[config.mk]
export PLATFORM = sky130hd
export DESIGN_NAME = hpti_queue
export DESIGN_NICKNAME = d
export VERILOG_FILES = /design/src/hdl/hpti_pkg.sv /design/src/hdl/hpti_queue.sv
export SDC_FILE = /design/constraint.sdc
export NUM_CORES = 1
export LEC_CHECK = 0
export BUFFER_PORTS_ARGS = -buffer_cell sky130_fd_sc_hd__buf_2
export CORE_MARGIN = 4
export CORE_UTILIZATION = 40
export CTS_CLUSTER_DIAMETER = 80
export DETAILED_ROUTE_END_ITERATION = 10
export GPL_ROUTABILITY_DRIVEN = 0
export MAX_ROUTING_LAYER = met4
export SETUP_SLACK_MARGIN = 0.2
export SLEW_MARGIN = 20
export SYNTH_ARGS = -nofsm -noshare
export SYNTH_HDL_FRONTEND = slang
export SYNTH_SLANG_ARGS = --single-unit
[constraint.sdc]
create_clock -name clk -period 17.3 [get_ports clk]
set_input_delay 0.865 -clock clk [delete_from_list [all_inputs] [get_ports clk]]
set_output_delay 0.865 -clock clk [all_outputs]
set_load 0.02 [all_outputs]
[src/hdl/hpti_pkg.sv]
// Shared types and constants for the hashed page table insert block.
package hpti_pkg;

  localparam int HASH_W     = 19;
  localparam int SLOT_W     = 3;
  localparam int SLOTS      = 8;
  localparam int WORD_W     = 32;
  localparam int ROW_W      = SLOTS * WORD_W;
  localparam int IN_DATA_W  = 88;
  localparam int OUT_DATA_W = 120;
  localparam int CFG_IDX_W  = 8;
  localparam int CFG_DATA_W = 16;
  localparam int QUEUE_DEPTH = 2;
  localparam int QPTR_W     = $clog2(QUEUE_DEPTH);
  localparam int QCNT_W     = $clog2(QUEUE_DEPTH + 1);

  localparam logic [CFG_IDX_W-1:0] CFG_TABLE_ORIGIN = 8'd0;
  localparam logic [CFG_IDX_W-1:0] CFG_TABLE_MASK   = 8'd1;

  typedef enum logic [1:0] {
    OUT_MATCH = 2'd0,
    OUT_FREE  = 2'd1,
    OUT_EVICT = 2'd2
  } outcome_t;

  typedef enum logic [1:0] {
    ST_CLEAR,
    ST_IDLE,
    ST_EVAL,
    ST_WRITE
  } state_t;

  typedef struct packed {
    logic [HASH_W-1:0] group;
    logic [WORD_W-1:0] entry_high;
    logic [WORD_W-1:0] entry_low;
    logic [WORD_W-1:0] entry_address;
  } item_t;

endpackage

[src/hdl/hpti_queue.sv]
// Short FIFO between the front end and the insert engine.
module hpti_queue (
  input  logic            clk,
  input  logic            rst_n,
  input  logic            push,
  input  hpti_pkg::item_t push_item,
  output logic            full,
  input  logic            pop,
  output logic            q_valid,
  output hpti_pkg::item_t q_item
);

  hpti_pkg::item_t entries [hpti_pkg::QUEUE_DEPTH];
  logic [hpti_pkg::QPTR_W-1:0] wr_ptr_r, wr_ptr_nxt;
  logic [hpti_pkg::QPTR_W-1:0] rd_ptr_r, rd_ptr_nxt;
  logic [hpti_pkg::QCNT_W-1:0] count_r, count_nxt;
  logic do_pop;

  assign full    = (count_r == hpti_pkg::QCNT_W'(hpti_pkg::QUEUE_DEPTH));
  assign q_valid = (count_r != '0);
  assign q_item  = entries[rd_ptr_r];
  assign do_pop  = pop && q_valid;

  always_comb begin
    wr_ptr_nxt = wr_ptr_r;
    rd_ptr_nxt = rd_ptr_r;
    count_nxt  = count_r;
    if (push) begin
      wr_ptr_nxt = wr_ptr_r + 1'b1;
    end
    if (do_pop) begin
      rd_ptr_nxt = rd_ptr_r + 1'b1;
    end
    if (push && !do_pop) begin
      count_nxt = count_r + 1'b1;
    end else if (!push && do_pop) begin
      count_nxt = count_r - 1'b1;
    end
  end

  always_ff @(posedge clk) begin
    if (!rst_n) begin
      wr_ptr_r <= '0;
      rd_ptr_r <= '0;
      count_r  <= '0;
    end else begin
      wr_ptr_r <= wr_ptr_nxt;
      rd_ptr_r <= rd_ptr_nxt;
      count_r  <= count_nxt;
    end
  end

  always_ff @(posedge clk) begin
    if (push) begin
      entries[wr_ptr_r] <= push_item;
    end
  end

endmodule

# ---- After elaboration in Yosys (flattened, before gate mapping)
# Memories as Yosys holds them, arrays and structs flattened. A register that Yosys moved wholly into a read port is not among the register bits.
# Index checks and enable logic that the tools add are counted.
dict set report word_totals {
  mem_bits_rw 230
  elab_cells 22
  input_bits 119
  memories 1
  output_inout_bits 117
  ff_bits 4
}
# name depth word_bits rd rd_clocked_by_memory_dff wr line
set mem_list {}
lappend mem_list {entries 2 115 1 1 1 hpti_queue.sv:13} ;# hpti_pkg::item_t entries [hpti_pkg::QUEUE_DEPTH];
dict set report op_classes {
  n_eq_ne 1
  reduce_logical 7
  muxes 6
  addsub 4
}
# operator n
set ops {}
lappend ops {{$mux 1} 4}
lappend ops {{$mux 2} 2}
lappend ops {{$reduce_bool 2->1} 2}
lappend ops {{$logic_and 1x1->1} 3}
lappend ops {{$add 1x1->1 const B} 2}
lappend ops {{$add 2x1->2 const B} 1}
lappend ops {{$eq 2x2->1 const B} 1}
lappend ops {{$logic_not 1->1} 2}
lappend ops {{$sub 2x1->2 const B} 1}

# ---- Logic depth before layout (Yosys ltp)
dict set report depth {
  depth_word 5
  mapped_depth 5
  depth_no_buf 5
}

# ---- Worst setup path before layout
# OpenSTA, ideal clock, no wires.
dict set report synth_path {
  kind {input -> register}
  from {in push}
  to {mem entries[0][0] (netlist name), enable pin}
  path_buffers 0
  setup_slack_ns 10.807
  required_ns 16.696
  arrival_ns 5.889
  cell_stages 1
  setup_time_ns 0.604
  path_cell_list {nor2b_1}
}
dict set report synth_between {
  elab_chain_cells 2
}
# item line
set synth_rtl {}
lappend synth_rtl {{start: declaration} hpti_queue.sv:5} ;# input logic push,
lappend synth_rtl {{$mux 1} hpti_queue.sv:54} ;# if (push) begin
lappend synth_rtl {{$mux 1 (implied by the code)} hpti_queue.sv:55} ;# entries[wr_ptr_r] <= push_item;
lappend synth_rtl {{end: declaration} hpti_queue.sv:13}
# Every way passes these cells.

==> out/qor_table.md <==
| Item | This run | Unit |
| --- | --- | --- |
| Clk sinks | 235 | - |
| Signal arrival time at the worst endpoint | 2.90 | ns |
| Number of standard cells after synthesis | 380 | - |
| Element type at the critical path start | flop | - |
| Worst-path clk slew | 0.06 | ns |
| Floorplan die width | 156 | um |
| Initial antenna violation count | 1 | - |
| Global-route wire length before repair | 25.0 | mm |
| Area of combinational cells with multiple inputs | 0.00161 | mm^2 |
| Detail-routed via count per cell | 4.67 | - |
| Status | finished, final reports clean | - |
| Mapped cell area | 0.00872 | mm^2 |
| Number of vias after detailed routing | 4332 | - |
| Initial cell density of the core | 0.411 | - |
| Routed Wire Length | 16.4 | mm |
| Wire per inst | 17.7 | um |
| CORE AREA | 0.0212 | mm^2 |
| Post-route cell area | 0.0110 | mm^2 |
| Post-layout min period | 3.77 | ns |
| End-of-flow core utilization | 0.518 | - |
| Std-Cell Rows | 53 | - |
| Final non-filler cell total | 927 | - |
| Clock tree root buffer cell | sky130_fd_sc_hd__clkbuf_16 | - |
| Setup Skew | 0.00562 | ns |
| Achievable frequency | 0.265 | GHz |
| IO Pins | 236 | - |
| Worst-path maximum fanout | 59 | - |
| Relative slew slack | 0.297 | - |
| Height of the chip | 156 | um |
| Peak ir drop on the vdd network | 0.0972 | mV |
| Syn Area/Cell | 22.9 | um^2 |
| Crit. End Element | output port | - |
| Number of warnings reported in the yosys synthesis log | 0 | - |
| Setup repair after global routing missed its margin | false | - |
| Drt first-iter violations | 189 | - |
| Seq/Total Area, Yosys | 0.804 | - |
| Maximum Capacitance Violations | 0 | - |
| TritonCTS clock tree | yes | - |
| Capture instance of the worst register-to-register path | entries[0][40] | - |
| Crit Reg-Reg Startpoint | wr_ptr_r | - |
| Type of the most critical hold path | reg2reg | - |
| Hold bufs inserted after CTS | 0 | - |
| TritonCTS Buffers | 25 | - |
| Deepest level of the CTS H-tree | 1 | - |
| Number of cells on the worst hold path | 2 | - |
| Tightest Pin Transition | 1.05 | ns |
| DP Wirelength | 10.8 | mm |
| Net count reported at finish | 753 | - |
| Static leakage | 4.20 | nW |
| Input/output buffers | 235 | - |
| Final total negative setup slack | 0 | ns |
| Layout cells sized above 1 | 0.608 | - |
| Hold Startpoint | count_r[1] | - |
| Worst setup path category | reg2out | - |
| Finish-stage setup viols | 0 | - |
| Cts repair resizes | 0 | - |
| Gr ovfl total | 0 | - |
| Count of state elements after synthesis | 235 | - |
| Postcts setup bufs | 0 | - |
| Clock latency reported for the late side of the worst-skew pair | 0.50 | ns |
| Largest net degree at the start of global routing | 88 | - |
| End of the worst hold path | count_r[1] | - |
| Post-Syn Nets | 500 | - |
| Vias in the first global route | 4765 | - |
| Fin. max-slew vios | 0 | - |
| Number of fill cells | 1733 | - |
| Die area | 0.0242 | mm^2 |
| Final clock period utilization by the worst path | 0.218 | - |
| Number of nets still failing antenna checks after routing | 0 | - |
| FF-to-FF path depth | 3 | - |
| Footprint of the flip-flops and latches | 0.00701 | mm^2 |
| Syn-to-layout area delta | 26.1 | % |
| Area post-placement | 0.0102 | mm^2 |
| DRC violations left | 0 | - |
| First-pass iteration count of the detailed router | 4 | - |
| Post-synthesis cell type count | 17 | - |
| CTS max path bufs | 3 | - |
| Pwr Density | 144 | mW/mm^2 |
| Fin. Hold Viols | 0 | - |
| Number of cells in the design after placement | 880 | - |
| Minimum setup slack among reg-to-reg paths | 15.00 | ns |
| Global routing usage summed across all routing layers | 0.134 | - |
| Crit path required time | 16.43 | ns |
## Yosys cell counts (all sizes together)
| cell | count | share of area |
|---|---|---|
| xnor2 | 2 | 0.0020 |
| or3 | 1 | 0.00072 |
| ha | 1 | 0.0014 |
| and2 | 4 | 0.0029 |
| dfxtp | 5 | 0.011 |
| mux2 | 115 | 0.17 |
| buf | 13 | 0.012 |
| o21a | 1 | 0.00086 |
| o21ai | 2 | 0.0011 |
| or2 | 1 | 0.00072 |
| edfxtp | 230 | 0.79 |
| a21boi | 1 | 0.00086 |
| xor2 | 1 | 0.0010 |
| nor2b | 3 | 0.0022 |
## per-layer routing
layer  up-vias  routed length [um]  share of wire  track usage
met5         -                   0              0            -
met4         0                 314          0.019       0.0363
met3        26                1490          0.091       0.0369
met2       197                7590           0.46        0.209
met1      2093                7030           0.43        0.175
li1       2016                   -              -            -
## layout make-up
class                   count  area share
diodes                      1    0.000228
clock inverters            17      0.0150
multi-input cells         132       0.147
clock buffers              28      0.0579
well taps                 275      0.0313
repair buffers            239       0.111
flip-flops and latches    235       0.638
## cell usage in the layout, fill, tap and decap left out, drive strengths merged, types with 2 or more instances in the layout
cell / n
bufinv: 3
xnor2: 2
and2: 4
o21ai: 2
mux2: 115
edfxtp: 230
buf: 239
dfxtp: 5
clkinv: 12
nor2b: 3
clkbuf: 28
## per-stage QoR
stage | power (mW) | setup slack, ns | hold slack [ns]
after floorplan | 0.987 | 10.81 | 0.474
after global placement | 1.09 | 13.98 | 0.500
after detailed placement | 1.09 | 13.91 | 0.518
after CTS | 1.61 | 13.42 | 0.520
after global routing | 1.66 | 13.33 | 0.518
final | 1.59 | 13.53 | 0.538
## sequential cells by signal, indices dropped and copies added, names as in the netlist, named ones only
name      cells
count_r       2
rd_ptr_r      1
wr_ptr_r      1
entries     230
## worst max-delay path, stage by stage, from the launching register on
cell and delay [ns]:
sky130_fd_sc_hd__dfxtp_4 0.95, sky130_fd_sc_hd__buf_4 0.80, sky130_fd_sc_hd__mux2_2 0.43, sky130_fd_sc_hd__buf_2 0.16
## how the worst max path moves through the flow
| stage | start | slack [ns] | end |
|---|---|---|---|
| 2_1_floorplan | push | 10.81 | entries[0][0] |
| 3_3_place_gp | push | 13.98 | entries[0][0] |
| 3_5_place_dp | push | 13.91 | entries[0][0] |
| 4_1_cts | flop | 13.42 | q_item[43] |
| 5_1_grt | flop | 13.33 | q_item[112] |
| 6_report | flop | 13.53 | q_item[112] |
## cells by family (layout without fill, tap and decap cells)
| family | after synthesis | in the layout | share of synthesized area |
|---|---|---|---|
| AO/OA/AOI/OAI | 4 | 4 | 0.00287 |
| XOR/XNOR | 3 | 3 | 0.00301 |
| adder cells (fa/ha/maj) | 1 | 1 | 0.00143 |
| buffers and inverters | 13 | 284 | 0.0125 |
| flip-flops | 235 | 235 | 0.804 |
| multiplexers | 115 | 115 | 0.170 |
| other | 0 | 1 | 0 |
| AND/OR/NAND/NOR | 9 | 9 | 0.00646 |
## power breakdown
part	switching, mW	total (mW)	internal (mW)
Sequential	0.0359	0.698	0.662
Clock	0.203	0.512	0.309
Combinational	0.201	0.378	0.177
(Power assumes the default switching activity.)
