File: src/hdl/hpti_pkg.sv
// Shared types and constants for the hashed page table insert block.
package hpti_pkg;

  localparam int HASH_W     = 19;
  localparam int SLOT_W     = 3;
  localparam int SLOTS      = 8;
  localparam int WORD_W     = 32;
  localparam int ROW_W      = SLOTS * WORD_W;
  localparam int IN_DATA_W  = 88;
  localparam int OUT_DATA_W = 120;
  localparam int CFG_IDX_W  = 8;
  localparam int CFG_DATA_W = 16;
  localparam int QUEUE_DEPTH = 2;
  localparam int QPTR_W     = $clog2(QUEUE_DEPTH);
  localparam int QCNT_W     = $clog2(QUEUE_DEPTH + 1);

  localparam logic [CFG_IDX_W-1:0] CFG_TABLE_ORIGIN = 8'd0;
  localparam logic [CFG_IDX_W-1:0] CFG_TABLE_MASK   = 8'd1;

  typedef enum logic [1:0] {
    OUT_MATCH = 2'd0,
    OUT_FREE  = 2'd1,
    OUT_EVICT = 2'd2
  } outcome_t;

  typedef enum logic [1:0] {
    ST_CLEAR,
    ST_IDLE,
    ST_EVAL,
    ST_WRITE
  } state_t;

  typedef struct packed {
    logic [HASH_W-1:0] group;
    logic [WORD_W-1:0] entry_high;
    logic [WORD_W-1:0] entry_low;
    logic [WORD_W-1:0] entry_address;
  } item_t;

endpackage

File: src/hdl/hpti_front.sv
// Front end: config registers, input accept, hash and entry word formation.
module hpti_front #(
  parameter int GROUP_INDEX_BITS = 10
) (
  input  logic                            clk,
  input  logic                            rst_n,
  input  logic                            cfg_valid,
  output logic                            cfg_ready,
  input  logic [hpti_pkg::CFG_IDX_W-1:0]  cfg_index,
  input  logic [hpti_pkg::CFG_DATA_W-1:0] cfg_data,
  input  logic                            in_tvalid,
  output logic                            in_tready,
  input  logic [hpti_pkg::IN_DATA_W-1:0]  in_tdata,
  output logic                            push,
  output hpti_pkg::item_t                 push_item,
  input  logic                            q_full
);

  localparam logic [hpti_pkg::HASH_W-1:0] StoreMask =
    hpti_pkg::HASH_W'((32'd1 << GROUP_INDEX_BITS) - 32'd1);

  logic [15:0] table_origin_r;
  logic [8:0]  table_mask_r;

  logic [31:0] va;
  logic [23:0] vsid;
  logic [19:0] rpn;
  logic [11:0] mode;
  logic [hpti_pkg::HASH_W-1:0] hash;
  logic [hpti_pkg::HASH_W-1:0] hmask;
  logic [hpti_pkg::HASH_W-1:0] group;

  assign cfg_ready = 1'b1;

  always_ff @(posedge clk) begin
    if (!rst_n) begin
      table_origin_r <= '0;
      table_mask_r   <= '0;
    end else if (cfg_valid) begin
      case (cfg_index)
        hpti_pkg::CFG_TABLE_ORIGIN: table_origin_r <= cfg_data;
        hpti_pkg::CFG_TABLE_MASK:   table_mask_r   <= cfg_data[8:0];
        default: ;
      endcase
    end
  end

  assign va   = in_tdata[31:0];
  assign vsid = in_tdata[55:32];
  assign rpn  = in_tdata[75:56];
  assign mode = in_tdata[87:76];

  assign hash  = vsid[18:0] ^ {3'b000, va[27:12]};
  assign hmask = {table_mask_r, 10'h3ff} & StoreMask;
  assign group = hash & hmask;

  assign in_tready = !q_full;
  assign push      = in_tvalid && !q_full;

  assign push_item.group         = group;
  assign push_item.entry_high    = {1'b1, vsid, 1'b0, va[27:22]};
  assign push_item.entry_low     = {rpn, mode};
  assign push_item.entry_address = {table_origin_r, 16'h0000} + {7'd0, group, 6'd0};

endmodule

File: config.mk
export PLATFORM = sky130hd
export DESIGN_NAME = hpti_front
export DESIGN_NICKNAME = d
export VERILOG_FILES = /design/src/hdl/hpti_pkg.sv /design/src/hdl/hpti_front.sv
export SDC_FILE = /design/constraint.sdc
export NUM_CORES = 1
export LEC_CHECK = 0
export ABC_AREA = 1
export BUFFER_PORTS_ARGS = -buffer_cell sky130_fd_sc_hd__buf_2
export CAP_MARGIN = 5
export CORE_AREA = 8 8 85 87
export CTS_CLUSTER_SIZE = 16
export DETAILED_ROUTE_END_ITERATION = 16
export DIE_AREA = 0 0 93 95
export GPL_TIMING_DRIVEN = 0
export PLACE_DENSITY = 0.74
export SLEW_MARGIN = 25
export SYNTH_ARGS = -nofsm -noshare
export SYNTH_HDL_FRONTEND = slang
export SYNTH_SLANG_ARGS = --single-unit
File: constraint.sdc
create_clock -name clk -period 2.1 [get_ports clk]
set_input_delay 0.21 -clock clk [delete_from_list [all_inputs] [get_ports clk]]
set_output_delay 0.21 -clock clk [all_outputs]
set_load 0.005 [all_outputs]
After elaboration in Yosys (flattened, before gate mapping)
Index checks and enable logic that the tools add are counted.
{"block": "word_totals", "elab_cells": 7, "inputBits": 117, "ff_bits": 16, "out_inout_bits": 118}
{"block": "classes", "addsub": 1, "n_reduce_logical": 4, "bitwise_logic": 1}
{"cell": "$add 32x16->32", "count": 1}
{"cell": "$xor 10x10->10", "count": 1}
{"cell": "$logic_not 8->1", "count": 1}
{"cell": "$reduce_and 2->1", "count": 1}
{"cell": "$logic_and 1x1->1", "count": 1}
{"cell": "$logic_not 1->1", "count": 1}

Logic depth before layout (Yosys ltp)
{"block": "depth", "word_depth": 2, "depth_mapped": 7, "depth_no_buf": 6}

Least setup slack after synthesis
OpenSTA, ideal clock, no wires.
{"block": "synth_timing", "path_type": "input port to flip-flop", "from": "input cfg_index[7] in the netlist's numbering", "to": "register table_origin_r[0]", "required_ns": 1.987, "n_path_buf": 1, "t_arrival_ns": 0.845, "setup_ns": 0.113, "path_slack_ns": 1.142, "cell_stages": 7, "path_cell_list": "nor2_2 > nand2_2 > nor2_4 > buf_6 > nand3_1 > nand2_1 > nor2_1"}
{"block": "synth_between", "elab_chain_cells": 2}
{"item": "from (decl)", "line": "hpti_front.sv:9", "rtl": "input logic [hpti_pkg::CFG_IDX_W-1:0] cfg_index,"}
{"item": "$logic_not 8->1", "line": "hpti_front.sv:40", "rtl": "case (cfg_index)"}
{"item": "$reduce_and 2->1 (no source line)"}
{"item": "to (signal assigned)", "line": "hpti_front.sv:41", "rtl": "hpti_pkg::CFG_TABLE_ORIGIN: table_origin_r <= cfg_data;"}
{"item": "to (decl)", "line": "hpti_front.sv:22", "rtl": "logic [15:0] table_origin_r;"}
Every way passes these cells.
A chain may end at the register's enable or synchronous reset.

==> results summary <==
The run finished with clean final reports. The critical path in this run is classified as in -> out. STA classifies the critical path endpoint as a primary output. The fmax is 1048 MHz. The register with the most flip-flops in the final layout is table_origin_r.

Buffers inserted to repair hold after CTS numbered 0. The number of detailed-routing iterations run before antenna repair is 3. The weighted congestion reported at the end of routability-driven placement is 0.7124. The via count of the first global-routing pass came to 1696.

The standard cell area after detailed placement is 2431 µm². The deepest level of the CTS H-tree came out at 1. The synthesized instance count came out at 217. After detailed routing, the average wire length per cell comes to 12.21 µm. The number of nets with antenna violations after detailed routing is 0. Yosys printed 0 warnings. The flip-flop count of the largest register, all copies and words added is 16. For the worst setup path, the data arrival time is 0.74 ns.

The horizontal die dimension came out at 93 µm. In the final layout, the share of cells above drive strength 1 is 0.6641. The total count of max-transition violations in the final report came out at 0. The sequential share of the synthesized area is 0.2078.

The first global-routing pass estimated 7976 µm of wire. The relative contribution of combinational cells to total power is 0.392. The count of endpoints failing setup in the final report came out at 0. The number of sinks handled by clock tree synthesis is 16.

The post-layout net count is 502. The internal power summed over all cells is 0.7013 mW. The layout overhead on the synthesized area came out at 61.28%.

The detailed-route DRC error count came out at 0. The core occupancy in the finished layout is 0.4275. The worst reg2reg path endpoint is table_origin_r[3]$_SDFFE_PN0P_. The hold-critical path depth came out at 5.

The die covers 8835 µm². Following the worst setup path forward leads to its endpoint at push_item[104]. The routed layout has 1672 vias. The sum of routed wire length over all layers is 5605 µm. The largest voltage drop on the vdd net came out at 0.3078 mV. The clock share of power is 0.282. The critical path startpoint category is a primary input. The effective utilization at floorplan came out at 0.2651. The worst register-to-register path begins at table_origin_r[3]$_SDFFE_PN0P_. The final setup TNS came out at 0 ns.

The number of buffers added by the clock tree synthesis step came out at 3. The largest net degree at the start of global routing came out at 11. The post-route cell area is 2486 µm². The average size of a mapped cell came out at 7.104 µm².

TritonCTS built the clock tree. The count of filler cells inserted in the layout is 623. The power after layout is 0.9336 mW. The type of the most critical hold path is in -> reg. Setup repair after global routing left no endpoint under its margin. The final setup skew came out at 0 ns.

The power per standard cell area came out at 375.5 nW/µm². The global routing usage summed across all routing layers came out at 0.1135. The remaining global-route overflow came out at 0.

The maximum buffer depth of the clock tree is 2. Setup slack on the worst reg-to-reg path comes out at 1.52 ns. The area inside the core boundary is 5816 µm².

The proportion of total power due to net switching came out at 0.2489. The area of the multi-input gates came out at 501.7 µm². Synthesis inferred 16 register bits. The post-synthesis cell area is 1541 µm². The data required time of the critical path came out at 1.89 ns. The most critical setup path has its startpoint at in_tdata[20].

The number of top-level pins came out at 235. The cell sitting at the root of the clock tree is a sky130_fd_sc_hd__clkbuf_8. In the final layout, flip-flops and latches occupy 320.3 µm².

The peak fanout along the critical path is 2. The count of cells resized by post-cts repair came out at 0. The largest registers in the layout are table_origin_r: 16 flops. Dividing the final minimum period by the clock period gives 0.4546. The minimum clock period after layout is 0.9546 ns. Across all hold checks on the routed design, the worst slack comes to 0.2724 ns. The initial antenna violation count is 0.

The die outline height came out at 95 µm. The number of failing hold endpoints at the final stage came out at 0. During placement, the flow inserted port buffers numbering 147.

The count of buffers added by post-CTS timing repair for setup came out at 0. The initialized floorplan defines 28 standard-cell rows. The number of antenna diodes in the final layout is 0. Measured in cells, the most critical reg-to-reg path has a length of 2. The leakage power came out at 1.542 nW. The HPWL after detailed placement is 5225 µm.

The number of maximum-capacitance constraint violations came out at 0. The detail-routed via count per cell is 3.643. The clock transition time at the flip-flop clock pins of the worst setup and hold paths is 0.06 ns. For this block, the initial DRC count from the detailed router was 11. The fraction of power consumed by sequential logic came out at 0.326. For this design the total switching power over the nets is 0.2324 mW. For the worst-skew pair, the clock arrives at the later sink with an insertion delay of 0.24 ns. The number of unique standard cell types used by synthesis came out at 15.
[through the flow]
step	instances	setup slack, ns
CTS	459	1.125
finish	459	1.145
floorplan	233	1.142
global placement	455	0.8818
global route	459	1.022
detailed placement	455	0.8694
[how the worst min path moves through the flow]
stage	slack, ns	end	start
floorplan	0.43	table_origin_r[3]$_SDFFE_PN0P_	cfg_data[3]
global placement	0.46	table_origin_r[11]$_SDFFE_PN0P_	table_origin_r[11]$_SDFFE_PN0P_
detailed placement	0.47	table_origin_r[8]$_SDFFE_PN0P_	table_origin_r[8]$_SDFFE_PN0P_
CTS	0.27	table_origin_r[3]$_SDFFE_PN0P_	cfg_data[3]
global route	0.29	table_origin_r[3]$_SDFFE_PN0P_	cfg_data[3]
finish	0.27	table_origin_r[3]$_SDFFE_PN0P_	cfg_data[3]
[placed cells by master, fill, tap and decap left out, drive strengths merged]
| cell type | netlist | final |
|---|---|---|
| dfxtp | 16 | 16 |
| clkbuf | 0 | 4 |
| xor2 | 10 | 10 |
| buf | 95 | 242 |
| nand2 | 18 | 18 |
| nand3 | 17 | 17 |
| inv | 18 | 18 |
| nor2 | 41 | 41 |
| conb | 2 | 18 |
[logic make-up after synthesis]
group / count (synthesis) / share of synthesized area
XOR/XNOR: 10 / 0.05682
AND/OR/NAND/NOR: 76 / 0.2248
other: 2 / 0.004872
buffers and inverters: 113 / 0.5057
flip-flops: 16 / 0.2078
[synth_stat cells]
| cell | n | share of area |
|---|---|---|
| sky130_fd_sc_hd__buf_1 | 1 | 0.0024 |
| sky130_fd_sc_hd__buf_2 | 2 | 0.0065 |
| sky130_fd_sc_hd__buf_4 | 90 | 0.44 |
| sky130_fd_sc_hd__buf_6 | 2 | 0.015 |
| sky130_fd_sc_hd__conb_1 | 2 | 0.0049 |
| sky130_fd_sc_hd__dfxtp_1 | 16 | 0.21 |
| sky130_fd_sc_hd__inv_1 | 18 | 0.044 |
| sky130_fd_sc_hd__nand2_1 | 17 | 0.041 |
| sky130_fd_sc_hd__nand2_2 | 1 | 0.0041 |
| sky130_fd_sc_hd__nand3_1 | 15 | 0.049 |
| sky130_fd_sc_hd__nand3_2 | 2 | 0.013 |
| sky130_fd_sc_hd__nor2_1 | 34 | 0.083 |
| sky130_fd_sc_hd__nor2_2 | 5 | 0.020 |
| sky130_fd_sc_hd__nor2_4 | 2 | 0.015 |
| sky130_fd_sc_hd__xor2_1 | 10 | 0.057 |
[power by group through the flow]
stage | Combinational (mW) | Clock, mW | Sequential [mW]
3_3_place_gp | 0.365 | 0 | 0.311
3_5_place_dp | 0.369 | 0 | 0.311
2_1_floorplan | 0.207 | 0 | 0.311
6_report | 0.366 | 0.263 | 0.305
4_1_cts | 0.370 | 0.276 | 0.304
5_1_grt | 0.403 | 0.294 | 0.304
[per-layer routing]
metal,vias to the layer above,track usage,part of all wire
met5,-,0,0
met2,120,0.2243,0.54
met3,2,0.07222,0.16
met4,0,0.02416,0.0054
li1,873,-,-
met1,677,0.09133,0.29
[area by class of cell]
class	instances	share of cell area
timing repair buffer	147	0.2959
buffer	95	0.2864
multi-input combinational	104	0.2018
sequential	16	0.1288
tap	75	0.03775
inverter	18	0.02718
clock buffer	4	0.02214
[worst max-delay path, stage by stage]
cell,delay [ns]
sky130_fd_sc_hd__buf_2,0.10
sky130_fd_sc_hd__xor2_1,0.20
sky130_fd_sc_hd__buf_4,0.14
sky130_fd_sc_hd__buf_2,0.10
Power figures use the tool's default switching activity.
